===== config.mk =====
export PLATFORM = sky130hd
export DESIGN_NAME = morse_button_decoder_core_flat
export DESIGN_NICKNAME = d
export VERILOG_FILES = /design/src/sv/mbd_pkg.sv /design/src/sv/mbd_channels.sv /design/src/sv/morse_button_decoder_core.sv /design/src/flat_wrapper.sv
export SDC_FILE = /design/constraint.sdc
export NUM_CORES = 1
export LEC_CHECK = 0
export ABC_AREA = 1
export BUFFER_PORTS_ARGS = -buffer_cell sky130_fd_sc_hd__buf_4
export CORE_UTILIZATION = 40
export CTS_CLUSTER_DIAMETER = 80
export DETAILED_ROUTE_END_ITERATION = 6
export SLEW_MARGIN = 20
export SYNTH_ARGS = -nofsm -noshare
export SYNTH_HDL_FRONTEND = slang
export SYNTH_SLANG_ARGS = --single-unit

===== constraint.sdc =====
create_clock -name clock -period 5.93 [get_ports clock]
set_input_delay 0.2965 -clock clock [delete_from_list [all_inputs] [get_ports clock]]
set_output_delay 0.2965 -clock clock [all_outputs]
set_load 0.02 [all_outputs]

===== src/sv/mbd_pkg.sv =====
// Package for the Morse button decoder: widths, register indexes and the
// code-tree character table. No dependencies.
`default_nettype none
package mbd_pkg;

   localparam int CountWidth  = 8;
   localparam int ThreshWidth = 8;
   localparam int CodeWidth   = 5;
   localparam int CharWidth   = 8;
   localparam int CsrIdxWidth = 1;
   localparam int CmpWidth    = (CountWidth > ThreshWidth) ? CountWidth : ThreshWidth;

   typedef logic [CountWidth-1:0]  count_type;
   typedef logic [ThreshWidth-1:0] thresh_type;
   typedef logic [CodeWidth-1:0]   code_type;
   typedef logic [CharWidth-1:0]   char_type;
   typedef logic [CsrIdxWidth-1:0] csr_idx_type;

   localparam csr_idx_type CSR_DASH_TICKS = csr_idx_type'(0);
   localparam csr_idx_type CSR_GAP_TICKS  = csr_idx_type'(1);

   localparam thresh_type DashTicksReset = thresh_type'(60);
   localparam thresh_type GapTicksReset  = thresh_type'(60);
   localparam code_type   CodeMarker     = code_type'(1);
   localparam char_type   OverflowChar   = char_type'(33);

   function automatic char_type morse_lookup(input code_type code);
      char_type ch;
      unique case (code)
         5'd2:    ch = "t";
         5'd3:    ch = "e";
         5'd4:    ch = "m";
         5'd5:    ch = "n";
         5'd6:    ch = "a";
         5'd7:    ch = "i";
         5'd8:    ch = "o";
         5'd9:    ch = "g";
         5'd10:   ch = "k";
         5'd11:   ch = "d";
         5'd12:   ch = "w";
         5'd13:   ch = "r";
         5'd14:   ch = "u";
         5'd15:   ch = "s";
         5'd18:   ch = "q";
         5'd19:   ch = "z";
         5'd20:   ch = "y";
         5'd21:   ch = "c";
         5'd22:   ch = "x";
         5'd23:   ch = "b";
         5'd24:   ch = "j";
         5'd25:   ch = "p";
         5'd26:   ch = "!";
         5'd27:   ch = "l";
         5'd28:   ch = "!";
         5'd29:   ch = "f";
         5'd30:   ch = "v";
         5'd31:   ch = "h";
         default: ch = '0;
      endcase
      return ch;
   endfunction

endpackage
`default_nettype wire


===== src/sv/mbd_channels.sv =====
// Valid/ready channel interfaces for the Morse button decoder.
// Depends on mbd_pkg.
`default_nettype none
interface mbd_req_if;
   logic valid;
   logic ready;
   logic button_level;
   modport source (output valid, output button_level, input ready);
   modport sink (input valid, input button_level, output ready);
endinterface

interface mbd_rsp_if;
   import mbd_pkg::*;
   logic     valid;
   logic     ready;
   logic     led_on;
   logic     char_valid;
   char_type char_code;
   logic     overflow;
   modport source (output valid, output led_on, output char_valid, output char_code,
                   output overflow, input ready);
   modport sink (input valid, input led_on, input char_valid, input char_code,
                 input overflow, output ready);
endinterface
`default_nettype wire


===== src/sv/morse_button_decoder_core.sv =====
// Morse button decoder top level: counters, code register, table lookup, result register.
// Depends on mbd_pkg and the channel interfaces in mbd_channels.sv.
//
//   channel   dir  handshake      payload
//   req_chan  in   valid/ready    button_level
//   rsp_chan  out  valid/ready    led_on, char_valid, char_code, overflow
//   csr_*     in   csr_wr_en      csr_index, csr_wr_data (dash_ticks, gap_ticks)
//
// One transaction per cycle unless rsp_chan stalls; each tick's result appears in
// the result register the cycle after it is accepted. The result register is the
// only buffer: req_chan is ready while it is empty or being drained. Synchronous
// active-high reset restores the thresholds to 60 and the decoder state to idle.
`default_nettype none
module morse_button_decoder_core (
   input  wire                        clock,
   input  wire                        reset,
   mbd_req_if.sink                    req_chan,
   mbd_rsp_if.source                  rsp_chan,
   input  wire                        csr_wr_en,
   input  wire mbd_pkg::csr_idx_type  csr_index,
   input  wire mbd_pkg::thresh_type   csr_wr_data
);
   import mbd_pkg::*;

   localparam count_type CountMax = '1;

   thresh_type dash_ticks_ff, gap_ticks_ff;
   count_type  press_count_ff, press_count_in;
   count_type  release_count_ff, release_count_in;
   code_type   symbol_code_ff, symbol_code_in;
   logic       too_long_ff, too_long_in;
   logic       led_level_ff, led_level_in;

   logic       rsp_valid_ff;
   logic       led_on_ff, led_on_in;
   logic       char_valid_ff, char_valid_in;
   char_type   char_code_ff, char_code_in;
   logic       overflow_ff, overflow_in;

   logic       accept;
   logic       press_stepped, release_stepped;

   assign req_chan.ready = !rsp_valid_ff || rsp_chan.ready;
   assign accept = req_chan.valid && req_chan.ready;

   always_comb begin
      press_count_in   = press_count_ff;
      release_count_in = release_count_ff;
      symbol_code_in   = symbol_code_ff;
      too_long_in      = too_long_ff;
      led_level_in     = led_level_ff;
      press_stepped    = 1'b0;
      release_stepped  = 1'b0;
      char_valid_in    = 1'b0;
      char_code_in     = '0;
      overflow_in      = 1'b0;

      if (req_chan.button_level) begin
         press_count_in = '0;
         if (release_count_ff != CountMax) begin
            release_count_in = release_count_ff + count_type'(1);
            release_stepped  = 1'b1;
         end
         led_level_in = 1'b0;
      end else begin
         release_count_in = '0;
         if (press_count_ff != CountMax) begin
            press_count_in = press_count_ff + count_type'(1);
            press_stepped  = 1'b1;
         end
      end

      if (press_stepped && press_count_in == count_type'(1)) begin
         if (symbol_code_ff[CodeWidth-1]) begin
            too_long_in = 1'b1;
         end
         symbol_code_in = {symbol_code_ff[CodeWidth-2:0], 1'b1};
      end
      if (press_stepped && CmpWidth'(press_count_in) == CmpWidth'(dash_ticks_ff)) begin
         led_level_in   = 1'b1;
         symbol_code_in = symbol_code_in - code_type'(1);
      end

      if (release_stepped && CmpWidth'(release_count_in) == CmpWidth'(gap_ticks_ff)) begin
         led_level_in   = 1'b1;
         char_valid_in  = 1'b1;
         overflow_in    = too_long_in;
         char_code_in   = too_long_in ? OverflowChar : morse_lookup(symbol_code_in);
         symbol_code_in = CodeMarker;
         too_long_in    = 1'b0;
      end
      led_on_in = led_level_in;
   end

   always_ff @(posedge clock) begin
      if (reset) begin
         dash_ticks_ff    <= DashTicksReset;
         gap_ticks_ff     <= GapTicksReset;
         press_count_ff   <= '0;
         release_count_ff <= CountMax;
         symbol_code_ff   <= CodeMarker;
         too_long_ff      <= 1'b0;
         led_level_ff     <= 1'b0;
         rsp_valid_ff     <= 1'b0;
      end else begin
         if (csr_wr_en) begin
            unique case (csr_index)
               CSR_DASH_TICKS: dash_ticks_ff <= csr_wr_data;
               CSR_GAP_TICKS:  gap_ticks_ff  <= csr_wr_data;
               default: ;
            endcase
         end
         if (accept) begin
            press_count_ff   <= press_count_in;
            release_count_ff <= release_count_in;
            symbol_code_ff   <= symbol_code_in;
            too_long_ff      <= too_long_in;
            led_level_ff     <= led_level_in;
            rsp_valid_ff     <= 1'b1;
         end else if (rsp_chan.ready) begin
            rsp_valid_ff <= 1'b0;
         end
      end
   end

   always_ff @(posedge clock) begin
      if (accept) begin
         led_on_ff     <= led_on_in;
         char_valid_ff <= char_valid_in;
         char_code_ff  <= char_code_in;
         overflow_ff   <= overflow_in;
      end
   end

   assign rsp_chan.valid      = rsp_valid_ff;
   assign rsp_chan.led_on     = led_on_ff;
   assign rsp_chan.char_valid = char_valid_ff;
   assign rsp_chan.char_code  = char_code_ff;
   assign rsp_chan.overflow   = overflow_ff;

endmodule
`default_nettype wire


===== src/flat_wrapper.sv =====
// flat-port wrapper written by rule: the top's interface ports become plain ports
module morse_button_decoder_core_flat import mbd_pkg::*;
  (clock, reset, csr_wr_en, csr_index, csr_wr_data, req_chan_valid, req_chan_button_level, req_chan_ready, rsp_chan_valid, rsp_chan_led_on, rsp_chan_char_valid, rsp_chan_char_code, rsp_chan_overflow, rsp_chan_ready);
  mbd_req_if req_chan_i ();
  mbd_rsp_if rsp_chan_i ();
  input  wire clock;
  input  wire reset;
  input  wire csr_wr_en;
  input  wire mbd_pkg::csr_idx_type csr_index;
  input  wire mbd_pkg::thresh_type csr_wr_data;
  input wire logic [$bits(req_chan_i.valid)-1:0] req_chan_valid;
  input wire logic [$bits(req_chan_i.button_level)-1:0] req_chan_button_level;
  output wire logic [$bits(req_chan_i.ready)-1:0] req_chan_ready;
  output wire logic [$bits(rsp_chan_i.valid)-1:0] rsp_chan_valid;
  output wire logic [$bits(rsp_chan_i.led_on)-1:0] rsp_chan_led_on;
  output wire logic [$bits(rsp_chan_i.char_valid)-1:0] rsp_chan_char_valid;
  output wire logic [$bits(rsp_chan_i.char_code)-1:0] rsp_chan_char_code;
  output wire logic [$bits(rsp_chan_i.overflow)-1:0] rsp_chan_overflow;
  input wire logic [$bits(rsp_chan_i.ready)-1:0] rsp_chan_ready;
  assign req_chan_i.valid = req_chan_valid;
  assign req_chan_i.button_level = req_chan_button_level;
  assign req_chan_ready = req_chan_i.ready;
  assign rsp_chan_valid = rsp_chan_i.valid;
  assign rsp_chan_led_on = rsp_chan_i.led_on;
  assign rsp_chan_char_valid = rsp_chan_i.char_valid;
  assign rsp_chan_char_code = rsp_chan_i.char_code;
  assign rsp_chan_overflow = rsp_chan_i.overflow;
  assign rsp_chan_i.ready = rsp_chan_ready;
  morse_button_decoder_core u_core (.clock(clock), .reset(reset), .req_chan(req_chan_i), .rsp_chan(rsp_chan_i), .csr_wr_en(csr_wr_en), .csr_index(csr_index), .csr_wr_data(csr_wr_data));
endmodule

# Yosys cells after proc, flatten, opt, wreduce, memory -nomap -nowiden

Memories as Yosys holds them, arrays and structs flattened.
Index checks and enable logic that the tools add are counted.

Input bits: 15
Memories kept: 1
Register bits: 51
Word-level logic and storage cells: 55
ROM bits: 224

Memories:

| name             | depth | bits a word | rd ports | clocked after memory_dff | write ports | RTL line      | text |
|---|---|---|---|---|---|---|---|
| (name not given) | 32    | 7           | 1        | 0                        | 0           | mbd_pkg.sv:29 | `unique case (code)` |

$add $sub $neg: 3
Multiplexer cells: 21
Equal/unequal tests: 5
Reductions and logical operators: 10
Bitwise logic cells: 2

Operator list:

| operator            | count |
|---|---|
| $mux 8              | 4 |
| $add 8x1->8 const B | 2 |
| $eq 8x8->1          | 2 |
| $ne 8x8->1 const B  | 2 |
| $mux 5              | 3 |
| $mux 1              | 13 |
| $eq 8x1->1 const B  | 1 |
| $mux 6              | 1 |
| $sub 5x1->5 const B | 1 |
| $logic_and 1x1->1   | 4 |
| $reduce_and 2->1    | 2 |
| $not 1->1           | 2 |
| $reduce_bool 2->1   | 1 |
| $reduce_or 2->1     | 1 |
| $logic_not 1->1     | 1 |
| $logic_or 1x1->1    | 1 |

# Longest topological paths before layout

Gate-level depths: netlist (run 1).
An unclocked memory read counts as a cell.

Word-level depth: 10
Gate-level depth with buffers: 23
Mapped depth without buffers: 23

# Worst setup path before layout (run 1)

Ideal clock, no wire load.

Path kind: reg2reg
Start point: reg u_core.press_count_ff[0]
End point: reg u_core.char_code_ff[0], in the netlist u_core.rsp_chan.char_code[0] (data pin)
Setup slack: 2.881 ns
Period minus slack after synthesis: 3.049 ns
Arrival: 2.790 ns
Setup time: 0.259 ns
Cell stages (with the launch flop): 23
Cells stage by stage: dfxtp_1 -> ha_1 -> nand2_2 -> nor2_4 -> nand2_4 -> a21oi_1 -> nand3_1 -> nor2_4 -> nand2_4 -> nand2_1 -> inv_1 -> ha_1 -> inv_1 -> nand2_1 -> o21ai_0 -> ha_1 -> inv_1 -> nand3_1 -> nand3_1 -> nand3_1 -> nand2_1 -> nor2_1 -> nor2_1

Word-level cells in the longest chain between the ends: 10
Elaborated cells on any way between the ends: 16
Those cells by class: add/sub (2); eq/ne (3); mux (8); reduce/logical (2); memory (1)

Ends and longest elaborated chain:

| element                                   | RTL line                                                         | text |
|---|---|---|
| start, declared                           | morse_button_decoder_core.sv:28                                  | `count_type press_count_ff, press_count_in;` |
| start signal, assigned                    | morse_button_decoder_core.sv:114                                 | `press_count_ff <= press_count_in;` |
| $add 8x1->8 or $ne 8x8->1 (tied branches) | morse_button_decoder_core.sv:68, morse_button_decoder_core.sv:67 |  |
| $mux 8                                    | morse_button_decoder_core.sv:67                                  | `if (press_count_ff != CountMax) begin` |
| $mux 8                                    | morse_button_decoder_core.sv:58                                  | `if (req_chan.button_level) begin` |
| $eq 8x1->1                                | morse_button_decoder_core.sv:73                                  | `if (press_stepped && press_count_in == count_type'(1)) begin` |
| $logic_and 1x1->1                         | morse_button_decoder_core.sv:73                                  |  |
| $mux 5                                    | morse_button_decoder_core.sv:73                                  |  |
| $sub 5x1->5                               | morse_button_decoder_core.sv:81                                  | `symbol_code_in = symbol_code_in - code_type'(1);` |
| $mux 5                                    | morse_button_decoder_core.sv:79                                  | `if (press_stepped && CmpWidth'(press_count_in) == CmpWidth'(dash_ticks_ff)) begin` |
| $mem_v2 32x7                              | -                                                                |  |
| $mux 6 *                                  | morse_button_decoder_core.sv:88                                  | `char_code_in = too_long_in ? OverflowChar : morse_lookup(symbol_code_in);` |
| end signal, assigned                      | morse_button_decoder_core.sv:130                                 | `char_code_ff <= char_code_in;` |
| end, declared                             | morse_button_decoder_core.sv:37                                  | `char_type char_code_ff, char_code_in;` |

Every way passes the cells marked *; elsewhere a longest branch is shown, timed or not.
A chain may end at the register's enable or synchronous reset.

# Worst setup path after layout (run 1)

Same ends and word-level chain as after synthesis.

==> results of run 1 <==
-- synth_stat cells --
master | number | share of area (%)
nand2_1 | 142 | 17
inv_1 | 50 | 5.9
nand3_1 | 43 | 6.7
dfxtp_1 | 40 | 25
nor2_1 | 38 | 4.5
a21oi_1 | 36 | 5.6
o21ai_0 | 32 | 5.0
ha_1 | 12 | 4.7
edfxtp_1 | 10 | 9.4
o211ai_1 | 9 | 2.1
clkbuf_1 | 6 | 0.70
nand2_2 | 5 | 0.98
nand4_1 | 5 | 0.98
xnor2_1 | 5 | 1.4
nand3_2 | 4 | 1.3
nor2_4 | 4 | 1.4
o21ai_1 | 4 | 0.63
xor2_1 | 4 | 1.1
inv_2 | 3 | 0.35
nand2_4 | 3 | 1.1
nor3_1 | 3 | 0.47
a31oi_1 | 2 | 0.39
buf_1 | 2 | 0.24
buf_2 | 2 | 0.31
o21bai_1 | 2 | 0.47
buf_4 | 1 | 0.24
buf_6 | 1 | 0.35
clkinv_1 | 1 | 0.12
conb_1 | 1 | 0.12
nand3_4 | 1 | 0.55
nor2_2 | 1 | 0.20
nor2_8 | 1 | 0.63
o21a_1 | 1 | 0.24
or2_0 | 1 | 0.20
-- layout make-up --
cell class / count / area (um^2) / area share (%)
clock buffer: 5 / 68.8 / 1.93
clock inverter: 3 / 42.5 / 1.19
inverter: 54 / 203 / 5.68
multi-input combinational: 359 / 1830 / 51.3
sequential: 50 / 1100 / 30.8
tap: 102 / 128 / 3.57
timing repair buffer: 26 / 195 / 5.47
-- stage by stage --
| stage | setup slack (ns) | hold WS (ns) |
|---|---|---|
| 4_1_cts | 2.43 | 0.183 |
| 2_1_floorplan | 2.88 | 0.396 |
| 3_3_place_gp | 2.54 | 0.458 |
| 3_5_place_dp | 2.46 | 0.467 |
| 5_1_grt | 2.01 | 0.191 |
| 6_report | 2.43 | 0.192 |
-- tightest hold or removal path, stage by stage --
cell,delay [ns]
buf_4,0.08
nand2_1,0.04
nand3_1,0.05
-- per-layer routing --
metal  wire length [um]  vias to the layer above  global-route usage (%)
met5                  0                        -                       0
met4                104                        0                    5.42
li1                   -                     1590                       -
met3                251                       10                    3.10
met1               3590                     1333                    25.4
met2               3290                       55                    29.8
-- power by group through the flow --
stage                     Sequential, mW  Clock, mW  Combinational [mW]
final                              0.386      0.247               0.215
after global routing               0.390      0.266               0.246
after global placement             0.394          0               0.214
after CTS                          0.386      0.256               0.215
after detailed placement           0.394          0               0.215
after floorplan                    0.395          0               0.164
-- cells in the final DEF (no fill, tap or decap), drive strengths merged --
| master | n |
|---|---|
| a21oi | 36 |
| a31oi | 2 |
| buf | 26 |
| bufinv | 1 |
| clkbuf | 5 |
| clkinv | 2 |
| conb | 1 |
| dfxtp | 40 |
| edfxtp | 10 |
| ha | 12 |
| inv | 54 |
| nand2 | 150 |
| nand3 | 48 |
| nand4 | 5 |
| nor2 | 44 |
| nor3 | 3 |
| o211ai | 9 |
| o21a | 1 |
| o21ai | 36 |
| o21bai | 2 |
| or2 | 1 |
| xnor2 | 5 |
| xor2 | 4 |
-- cell families (layout without fill, tap and decap cells) --
group | count (synthesis) | after routing
and+or+nand+nor | 251 | 251
AOI/OAI and AO/OA | 86 | 86
buffers and inverters | 66 | 88
DFF | 50 | 50
adders and majority gates | 12 | 12
xor gates and xnor gates | 9 | 9
other | 1 | 1
-- final timing paths --
kind                                                endpoint  slack [ns]  cells after the start
hold / removal           u_core.gap_ticks_ff[5]$_SDFFE_PP1P_        0.19                      3
setup / recovery  u_core.rsp_chan.char_code[0]$_SDFFCE_PN0P_        2.43                     22
hold reg to reg              u_core.too_long_ff$_SDFFE_PP0P_        0.48                      2
setup reg to reg  u_core.rsp_chan.char_code[0]$_SDFFCE_PN0P_        2.43                     22
-- registers in the layout, indices dropped and copies added (netlist names) --
name / flops
u_core.dash_ticks_ff: 8
u_core.rsp_chan.overflow: 1
u_core.rsp_chan.led_on: 1
u_core.press_count_ff: 8
u_core.too_long_ff: 1
u_core.release_count_ff: 8
u_core.rsp_chan.char_code: 7
u_core.led_level_ff: 1
u_core.symbol_code_ff: 5
u_core.rsp_chan.valid: 1
u_core.gap_ticks_ff: 8
u_core.rsp_chan.char_valid: 1
==> flow_summary_export.csv, run 1 <==
group,metric,value,unit
power,ir_worst_vdd,0.100,mV
timing,skew,0.00698,ns
power,switchingPower,0.277,mW
final_layout,nNetsFinal,523,
critical_path,path_common_cell,"nand2_1",
routing,routed_wl,7240,um
run,maxCapViolCount,0,
synthesis,synthCells,475,
power,switching_share,32.6,%
final_layout,n_fill_cell,800,
synthesis,synth.ff_latch_count,50,
power,intPower,0.572,mW
synthesis,seq_area_frac_synth,34.5,%
clock_network,post_cts_resized,0,
synthesis,avgSynthCellArea,6.73,um^2
critical_path,startpoint,"u_core.press_count_ff[0]$_SDFFE_PP0P_",
placement,gp_congestion,0.875,
final_layout,antenna_cells,0,
synthesis,ys_types,34,
clock_network,ctsHoldBuffers,0,
critical_path,cpPeakStageDelay,0.43,ns
routing,drt-pass1-iter-count,5,
final_layout,final_cells,599,
timing,rsz0062_at_grt,"false",
placement,dp_hpwl,5420,um
timing,timing.final.max_slew_violations,0,
synthesis,synthAdderAreaFrac,4.70,%
run_status,run_status,"complete, no violations",
routing,drt_iter0_drc,116,
floorplan,fp-row-count,32,
synthesis,synth_xor_area_share,2.47,%
final_layout,area_growth_syn_to_layout,11.7,%
critical_path,crit_family,"simple AND/OR/NAND/NOR gates",
clock_network,clk_pin_slew,0.10,ns
grt,grt_pass1_wl,12600,um
placement,placed_area,0.00346,mm^2
grt,track_usage,18.5,%
floorplan,die_y,91.4,um
power,leakage,1.69,nW
critical_path,slowest_stage,"dfxtp_1",
clock_network,cts_buffer_depth,2,
critical_path,startpoint_type,"register",
grt,grt_start_max_net_pins,35,
timing,setup_viol,0,
synthesis,synth_top_family_by_area,"simple AND/OR/NAND/NOR gates",
final_layout,postLayoutCoreUtil,46.2,%
synthesis,syn_nets,502,
timing,hold_violations,0,
clock_network,cts_tree,"yes",
routing,routed_via_density,4.99,
grt,grt_overflow,0,
floorplan,core_area,0.00773,mm^2
synthesis,synthSimpleGateAreaFrac,35.6,%
hold_path,worst_hold_path_type,"in -> reg",
grt,grt_pass1_vias,2693,
clock_network,root_buffer,"clkbuf_8",
power,p_clk_share,29.1,%
routing,drcViolationCount,0,
critical_path,critPathMaxFanout,10,
floorplan,start_util,41.4,%
timing,slew_headroom,46.9,%
critical_path,required,6.10,ns
critical_path,critical_path_arrival,3.67,ns
critical_path,cp_num_buf_inv,1,
floorplan,fp.dieW,91.4,um
timing,fmax,0.285,GHz
clock_network,cts_sinks,50,
placement,io_buffers,26,
timing,final.setup.tns,0,ns
critical_path,r2r-start,"u_core.press_count_ff[0]$_SDFFE_PP0P_",
synthesis,synth-compound-area-share,14.5,%
synthesis,muxShareOfSynthArea,0,%
clock_network,htree_levels,2,
final_layout,stdcell_area,0.00357,mm^2
placement,dp_cells,591,
critical_path,cp_cell_sequence,"ha_1 -> nand2_2 -> nor2_4 -> nand2_4 -> nand3_2 -> nand2_1 -> nand2_1 -> nor2_4 -> nand2_4 -> nand2_1 -> o21ai_1 -> ha_1 -> inv_1 -> nand2_1 -> o21ai_0 -> ha_1 -> nand3_1 -> nand2_1 -> nand2_1 -> a21oi_1 -> nor2_1 -> nor2_1",
final_layout,layout-drive-gt1-share,11.3,%
power,pwr-share-comb,25.4,%
hold_path,hp-start,"csr_wr_data[5]",
critical_path,cp-end-kind,"register",
power,power.density,238,mW/mm^2
floorplan,ioPinCount,28,
routing,ant_nets,0,
clock_network,cts_buffers,5,
synthesis,ys_warn_count,0,
critical_path,path_class,"reg -> reg",
routing,via_count,2988,
grt,antenna_found_initial,0,
timing,worstMarginPinSlew,0.795,ns
timing,fin_crit_sh,59.1,%
clock_network,cts_setup_buffers,0,
floorplan,die_area,0.00835,mm^2
power,power,0.848,mW
power,seq_power_share,45.5,%
timing,min_period,3.50,ns
routing,wl_per_cell,12.1,um
clock_network,worstSkewPairLatency,0.31,ns
synthesis,netlist_area,0.00320,mm^2
(Power assumes the default switching activity.)
==> run 2: changes to the inputs <==
ABC_AREA = 0   (was 1)
clock period = 3 ns   (was 5.93 ns; I/O delays follow)
==> run 2 against run 1 <==
  * The run now ends with negative setup slack left
  * Highest routed layer unchanged
  * Synthesized area is 6.9% higher
  * Largest cell class unchanged
  * Critical endpoint is now u_core.rsp_chan.char_code[4]$_SDFFCE_PP0P_
  * Combinational power is 120% higher
  * Largest power group unchanged
  * Fmax up 4.7%
  * Register-to-register slack got worse by 2.8 ns
==> flow_summary_export.csv, run 2 <==
group,metric,value,unit
grt,antenna_found_initial,0,
power,power.density,352,mW/mm^2
timing,setup_viol,8,
timing,fmax,0.299,GHz
final_layout,postLayoutCoreUtil,58.0,%
floorplan,die_y,94.4,um
critical_path,cp-end-kind,"register",
synthesis,synth.ff_latch_count,50,
synthesis,async_reset_ff_share,0,%
timing,min_period,3.35,ns
clock_network,root_buffer,"clkbuf_8",
clock_network,worstSkewPairLatency,0.31,ns
synthesis,netlist_area,0.00341,mm^2
placement,io_buffers,26,
synthesis,ys_top_cells_by_area,"dfxtp_1 (23%), edfxtp_1 (8.8%), nor2_1 (4.6%)",
floorplan,fp-row-count,33,
synthesis,synth_commonest_cells,"nor2_1 (42), dfxtp_1 (40), a21oi_1 (31), nand2_1 (30)",
synthesis,synth.most_common_cell,"nor2_1",
routing,drcViolationCount,0,
run,maxCapViolCount,0,
grt,grtUsageMet3,3.62,%
final_layout,area_growth_syn_to_layout,40.3,%
synthesis,synth_edf_count,10,
routing,drt_iter0_drc,167,
run_status,run_status,"complete, but fails checks",
routing,drt-pass1-iter-count,4,
synthesis,syn_nets,437,
routing,routed_wl,9400,um
critical_path,critPathMaxFanout,5,
timing,worstMarginPinSlew,0.927,ns
routing,wl_per_cell,15.4,um
grt,grt_pass1_vias,3265,
synthesis,synth_top_area_share,23.5,%
synthesis,synthCells,410,
floorplan,core_area,0.00826,mm^2
critical_path,path_class,"reg -> reg",
grt,grt_pass1_wl,15700,um
run_status,failed_checks,"negative setup slack",
synthesis,seq_area_frac_synth,32.2,%
synthesis,avgSynthCellArea,8.33,um^2
grt,gr-max-usage-layer,"met2",
final_layout,final_cell_mix,"buf_4 (107), nor2_1 (39), dfxtp_1 (33)",
synthesis,yosysTopAreaCell,"dfxtp_1",
final_layout,final_common_cell,"buf_4",
power,leakage,1.91,nW
placement,dp_slack,-0.481,ns
timing,slew_headroom,38.1,%
final_layout,stdcell_area,0.00479,mm^2
timing,timing.final.max_slew_violations,0,
clock_network,cts_buffer_depth,2,
critical_path,critical_path_arrival,3.41,ns
clock_network,cts_tree,"yes",
clock_network,htree_levels,2,
power,ir_worst_vdd,0.214,mV
routing,via_count,3395,
floorplan,ioPinCount,28,
placement,placed_area,0.00430,mm^2
synthesis,ys_warn_count,0,
routing,ant_nets,0,
placement,gp_congestion,0.856,
hold_path,worst_hold_path_type,"in -> reg",
synthesis,ys_types,69,
grt,grt_use_met1,30.1,%
critical_path,required,3.06,ns
timing,rsz0062_at_grt,"true",
clock_network,cts_buffers,5,
timing,hold_violations,0,
floorplan,fp.dieW,94.4,um
critical_path,startpoint_type,"register",
grt,grt_overflow,0,
grt,grt_start_max_net_pins,41,
timing,final.setup.worst_slack,-0.345,ns
routing,routed_via_density,5.57,
placement,dp_hpwl,6550,um
timing,skew,0.00754,ns
grt,met2_usage,37.6,%
final_layout,antenna_cells,0,
final_layout,nNetsFinal,530,
final_layout,layout-drive-gt1-share,39.7,%
floorplan,start_util,41.3,%
clock_network,ctsHoldBuffers,0,
clock_network,cts_sinks,50,
synthesis,synthFlopType,"dfxtp_1",
clock_network,clk_pin_slew,0.10,ns
floorplan,die_area,0.00891,mm^2
grt,track_usage,22.5,%
timing,fin_crit_sh,112,%
## run 2: cell count changes after synthesis, sizes merged, moves of 9 or more
| cell | change |
|---|---|
| a211o | +15 |
| nor3 | +12 |
| buf | +10 |
| and3 | +9 |
| mux2i | +10 |
| o211ai | -9 |
| clkbuf | +13 |
| nand2 | -120 |
| inv | -43 |
| nand3 | -29 |
| o21ai | -19 |
## run 2: what timing repair did
item	4_1_cts	5_1_grt
pin swaps	28	7
hold endpoints to repair	0	0
endpoints found under the setup margin	10	10
resized for setup	46	19
buffers inserted	12	3
gates cloned	0	1
## run 2: cell type report
class                           count  area (um^2)
Fill cell                         745         3470
Multi-Input combinational cell    315         2440
Sequential cell                    50         1120
Timing Repair Buffer              121          963
Tap cell                          105          131
Clock buffer                        7         97.6
Inverter                           10         37.5
Clock inverter                      1         6.26
## run 2: path summary, 6_finish.rpt
kind / start / endpoint / slack [ns] / depth (start not counted)
worst min-delay path: csr_wr_data[3] / u_core.dash_ticks_ff[3]$_SDFFE_PP1P_ / 0.04 / 2
worst max-delay path: u_core.press_count_ff[2]$_SDFFE_PP0P_ / u_core.rsp_chan.char_code[4]$_SDFFCE_PP0P_ / -0.35 / 15
worst max register to register: u_core.press_count_ff[2]$_SDFFE_PP0P_ / u_core.rsp_chan.char_code[4]$_SDFFCE_PP0P_ / -0.35 / 15
worst min register to register: u_core.gap_ticks_ff[7]$_SDFFE_PP0P_ / u_core.gap_ticks_ff[7]$_SDFFE_PP0P_ / 0.48 / 2
## run 2: power breakdown
| group | internal (mW) | switching [mW] | leakage [nW] |
|---|---|---|---|
| Clock | 0.217 | 0.243 | 0.0539 |
| Sequential | 0.717 | 0.0368 | 0.434 |
| Combinational | 0.229 | 0.246 | 1.42 |
## run 2: worst max-delay path, cell delays in order, from the launching register on
cell,delay [ns]
dfxtp_4,0.39
buf_6,0.11
buf_4,0.12
nand4_1,0.17
buf_4,0.21
a21oi_2,0.13
and4b_2,0.30
mux2i_4,0.28
ha_4,0.16
inv_2,0.03
or2_4,0.25
xor2_2,0.18
inv_2,0.12
mux4_2,0.52
nor2_2,0.09
a311oi_1,0.05
## run 2: cells by family after synthesis
| family | after synthesis | synth area share [%] |
|---|---|---|
| muxes | 13 | 4.58 |
| and+or+nand+nor | 165 | 26.1 |
| DFF | 50 | 32.2 |
| xor gates and xnor gates | 17 | 4.36 |
| AOI/OAI and AO/OA | 107 | 21.9 |
| adders and majority gates | 12 | 4.40 |
| other | 1 | 0.110 |
| buffers and inverters | 45 | 6.30 |
## run 2: layer usage
layer | routed length, um | share of wire [%] | up-vias
met2 | 4520 | 48 | 78
met1 | 4490 | 48 | 1629
met3 | 325 | 3.5 | 5
met4 | 71 | 0.76 | 0
li1 | - | - | 1683
met5 | 0 | 0 | -
## run 2: through the flow
stage                     instances  total power, mW  hold WS [ns]  TNS, ns
after CTS                       605             1.68        0.0386    -1.78
after global placement          585             1.18         0.362    -2.67
after detailed placement        585             1.19         0.367    -3.19
after global routing            609             1.78        0.0363    -3.06
final                           609             1.69        0.0432    -1.94
after floorplan                 410             1.05         0.268    -2.98
==> run 3: changes to the inputs <==
ABC_AREA = 1   (was 0)
==> run 3 against run 2 <==
  * The flow now finishes without violations
  * Die area fell by 6.3%
  * Fmax grew 14%
  * Clock power is 8.7% lower
  * Via count fell by 9.7%
  * Non-clock buffer count decreased by 68
  * Critical path type unchanged
==> flow_summary_export.csv, run 3 (synthesized netlist as in run 1, its figures left out) <==
group,metric,value,unit
run_status,run_status,"complete, no violations",
final_layout,area_growth_syn_to_layout,25.8,%
grt,grt_pass1_vias,2808,
clock_network,cts_buffers,5,
clock_network,clk_pin_slew,0.10,ns
floorplan,start_util,41.4,%
placement,gp_congestion,0.891,
critical_path,path_class,"reg -> reg",
routing,ant_nets,0,
critical_path,cp-end-kind,"register",
final_layout,final_cell_mix,"nand2_1 (127), buf_4 (50), inv_1 (45)",
timing,final.setup.worst_slack,0.0771,ns
clock_network,cts_sinks,50,
grt,antenna_found_initial,0,
routing,via_count,3064,
routing,drt-pass1-iter-count,4,
timing,worstMarginPinSlew,0.779,ns
timing,fin_crit_sh,97.4,%
timing,setup_viol,0,
routing,wl_per_cell,12.2,um
routing,drt_iter0_drc,104,
timing,timing.final.max_slew_violations,0,
timing,rsz0062_at_grt,"true",
critical_path,critPathMaxFanout,8,
placement,dp_hpwl,5550,um
grt,grt_pass1_wl,12900,um
final_layout,postLayoutCoreUtil,52.0,%
grt,grt_start_max_net_pins,28,
final_layout,final_common_cell,"nand2_1",
final_layout,antenna_cells,0,
timing,fmax,0.342,GHz
timing,hold_violations,0,
critical_path,startpoint_type,"register",
routing,routed_via_density,4.89,
run,maxCapViolCount,0,
routing,drcViolationCount,0,
routing,routed_wl,7640,um
clock_network,cts_tree,"yes",
timing,min_period,2.92,ns
grt,grt_use_met1,24.2,%
power,leakage,1.86,nW
placement,dp_cells,609,
clock_network,ctsHoldBuffers,0,
clock_network,cts_buffer_depth,2,
floorplan,fp-row-count,32,
placement,dp_slack,-0.0379,ns
grt,track_usage,18.7,%
placement,io_buffers,26,
clock_network,htree_levels,2,
grt,gr-max-usage-layer,"met2",
grt,grt_overflow,0,
power,power.density,427,mW/mm^2
grt,grtUsageMet3,2.26,%
timing,skew,0.0122,ns
final_layout,final_cells,626,
clock_network,worstSkewPairLatency,0.30,ns
timing,slew_headroom,48.0,%
floorplan,fp.dieW,91.4,um
power,ir_worst_vdd,0.198,mV
critical_path,required,3.06,ns
floorplan,core_area,0.00773,mm^2
clock_network,root_buffer,"clkbuf_8",
hold_path,worst_hold_path_type,"in -> reg",
floorplan,die_y,91.4,um
floorplan,die_area,0.00835,mm^2
final_layout,n_fill_cell,763,
power,power,1.72,mW
final_layout,nNetsFinal,550,
critical_path,critical_path_arrival,2.99,ns
floorplan,ioPinCount,28,
final_layout,layout-drive-gt1-share,25.6,%
grt,met2_usage,32.8,%
-- run 3: cell count changes in the layout (fill, tap and decap cells not counted), moves of 14 or more --
| cell | previous run | this run |
|---|---|---|
| inv_1 | 6 | 45 |
| buf_4 | 107 | 50 |
| nand3_1 | 18 | 33 |
| o21ai_0 | 13 | 30 |
| a211o_1 | 14 | 0 |
| nand2_1 | 27 | 127 |
-- run 3: repair_timing --
item                                    4_1_cts  5_1_grt
resized for setup                            12       59
buffers inserted                              3        6
pin swaps                                     4       32
endpoints found under the setup margin        4        7
cloned                                        0        0
-- run 3: metrics by stage --
step,setup TNS (ns),area [um^2],hold WS [ns]
floorplan,0,3200,0.250
global placement,0,3600,0.371
detailed placement,-0.0765,3600,0.372
CTS,0,3760,0.0502
global route,-0.340,4020,0.0487
finish,0,4020,0.0570
-- run 3: report_power, final --
part,internal (mW),switching (mW)
registers,0.730,0.0349
clock network,0.191,0.228
logic,0.211,0.321
-- run 3: final cells by class --
class,count,area (um^2),area share (%)
repair buffers,53,409,10.2
flip-flops and latches,50,1110,27.7
clock buffers,7,86.3,2.15
multi-input cells,359,2060,51.4
well taps,102,128,3.18
inverters,54,210,5.23
clock inverters,1,8.76,0.218
-- run 3: layer usage --
layer | wire length (um) | vias up
li1 | - | 1643
met5 | 0 | -
met1 | 3610 | 1372
met4 | 91 | 0
met2 | 3780 | 41
met3 | 166 | 8
-- run 3: worst max-delay path: stages, from the launching register on --
cell,delay [ns]
dfxtp_4,0.38
ha_4,0.16
nand2_4,0.06
nor2_4,0.14
nand2_4,0.11
a21oi_2,0.17
nand3_2,0.10
nor2_4,0.13
nand2_4,0.08
nand2_2,0.07
o21ai_2,0.06
ha_1,0.29
inv_2,0.05
nand2_2,0.07
o21ai_4,0.10
buf_4,0.15
buf_4,0.13
nand2_1,0.06
nand3_1,0.10
nand3_2,0.10
nand2_1,0.05
nor2_1,0.08
nor2_1,0.05
-- run 3: worst paths after layout --
check	from	to	slack (ns)	depth (start not counted)
max reg2reg	u_core.press_count_ff[0]$_SDFFE_PP0P_	u_core.rsp_chan.char_code[0]$_SDFFCE_PN0P_	0.08	22
max	u_core.press_count_ff[0]$_SDFFE_PP0P_	u_core.rsp_chan.char_code[0]$_SDFFCE_PN0P_	0.08	22
min reg2reg	u_core.gap_ticks_ff[1]$_SDFFE_PP0P_	u_core.gap_ticks_ff[1]$_SDFFE_PP0P_	0.47	2
min	csr_wr_data[5]	u_core.gap_ticks_ff[5]$_SDFFE_PP1P_	0.06	3
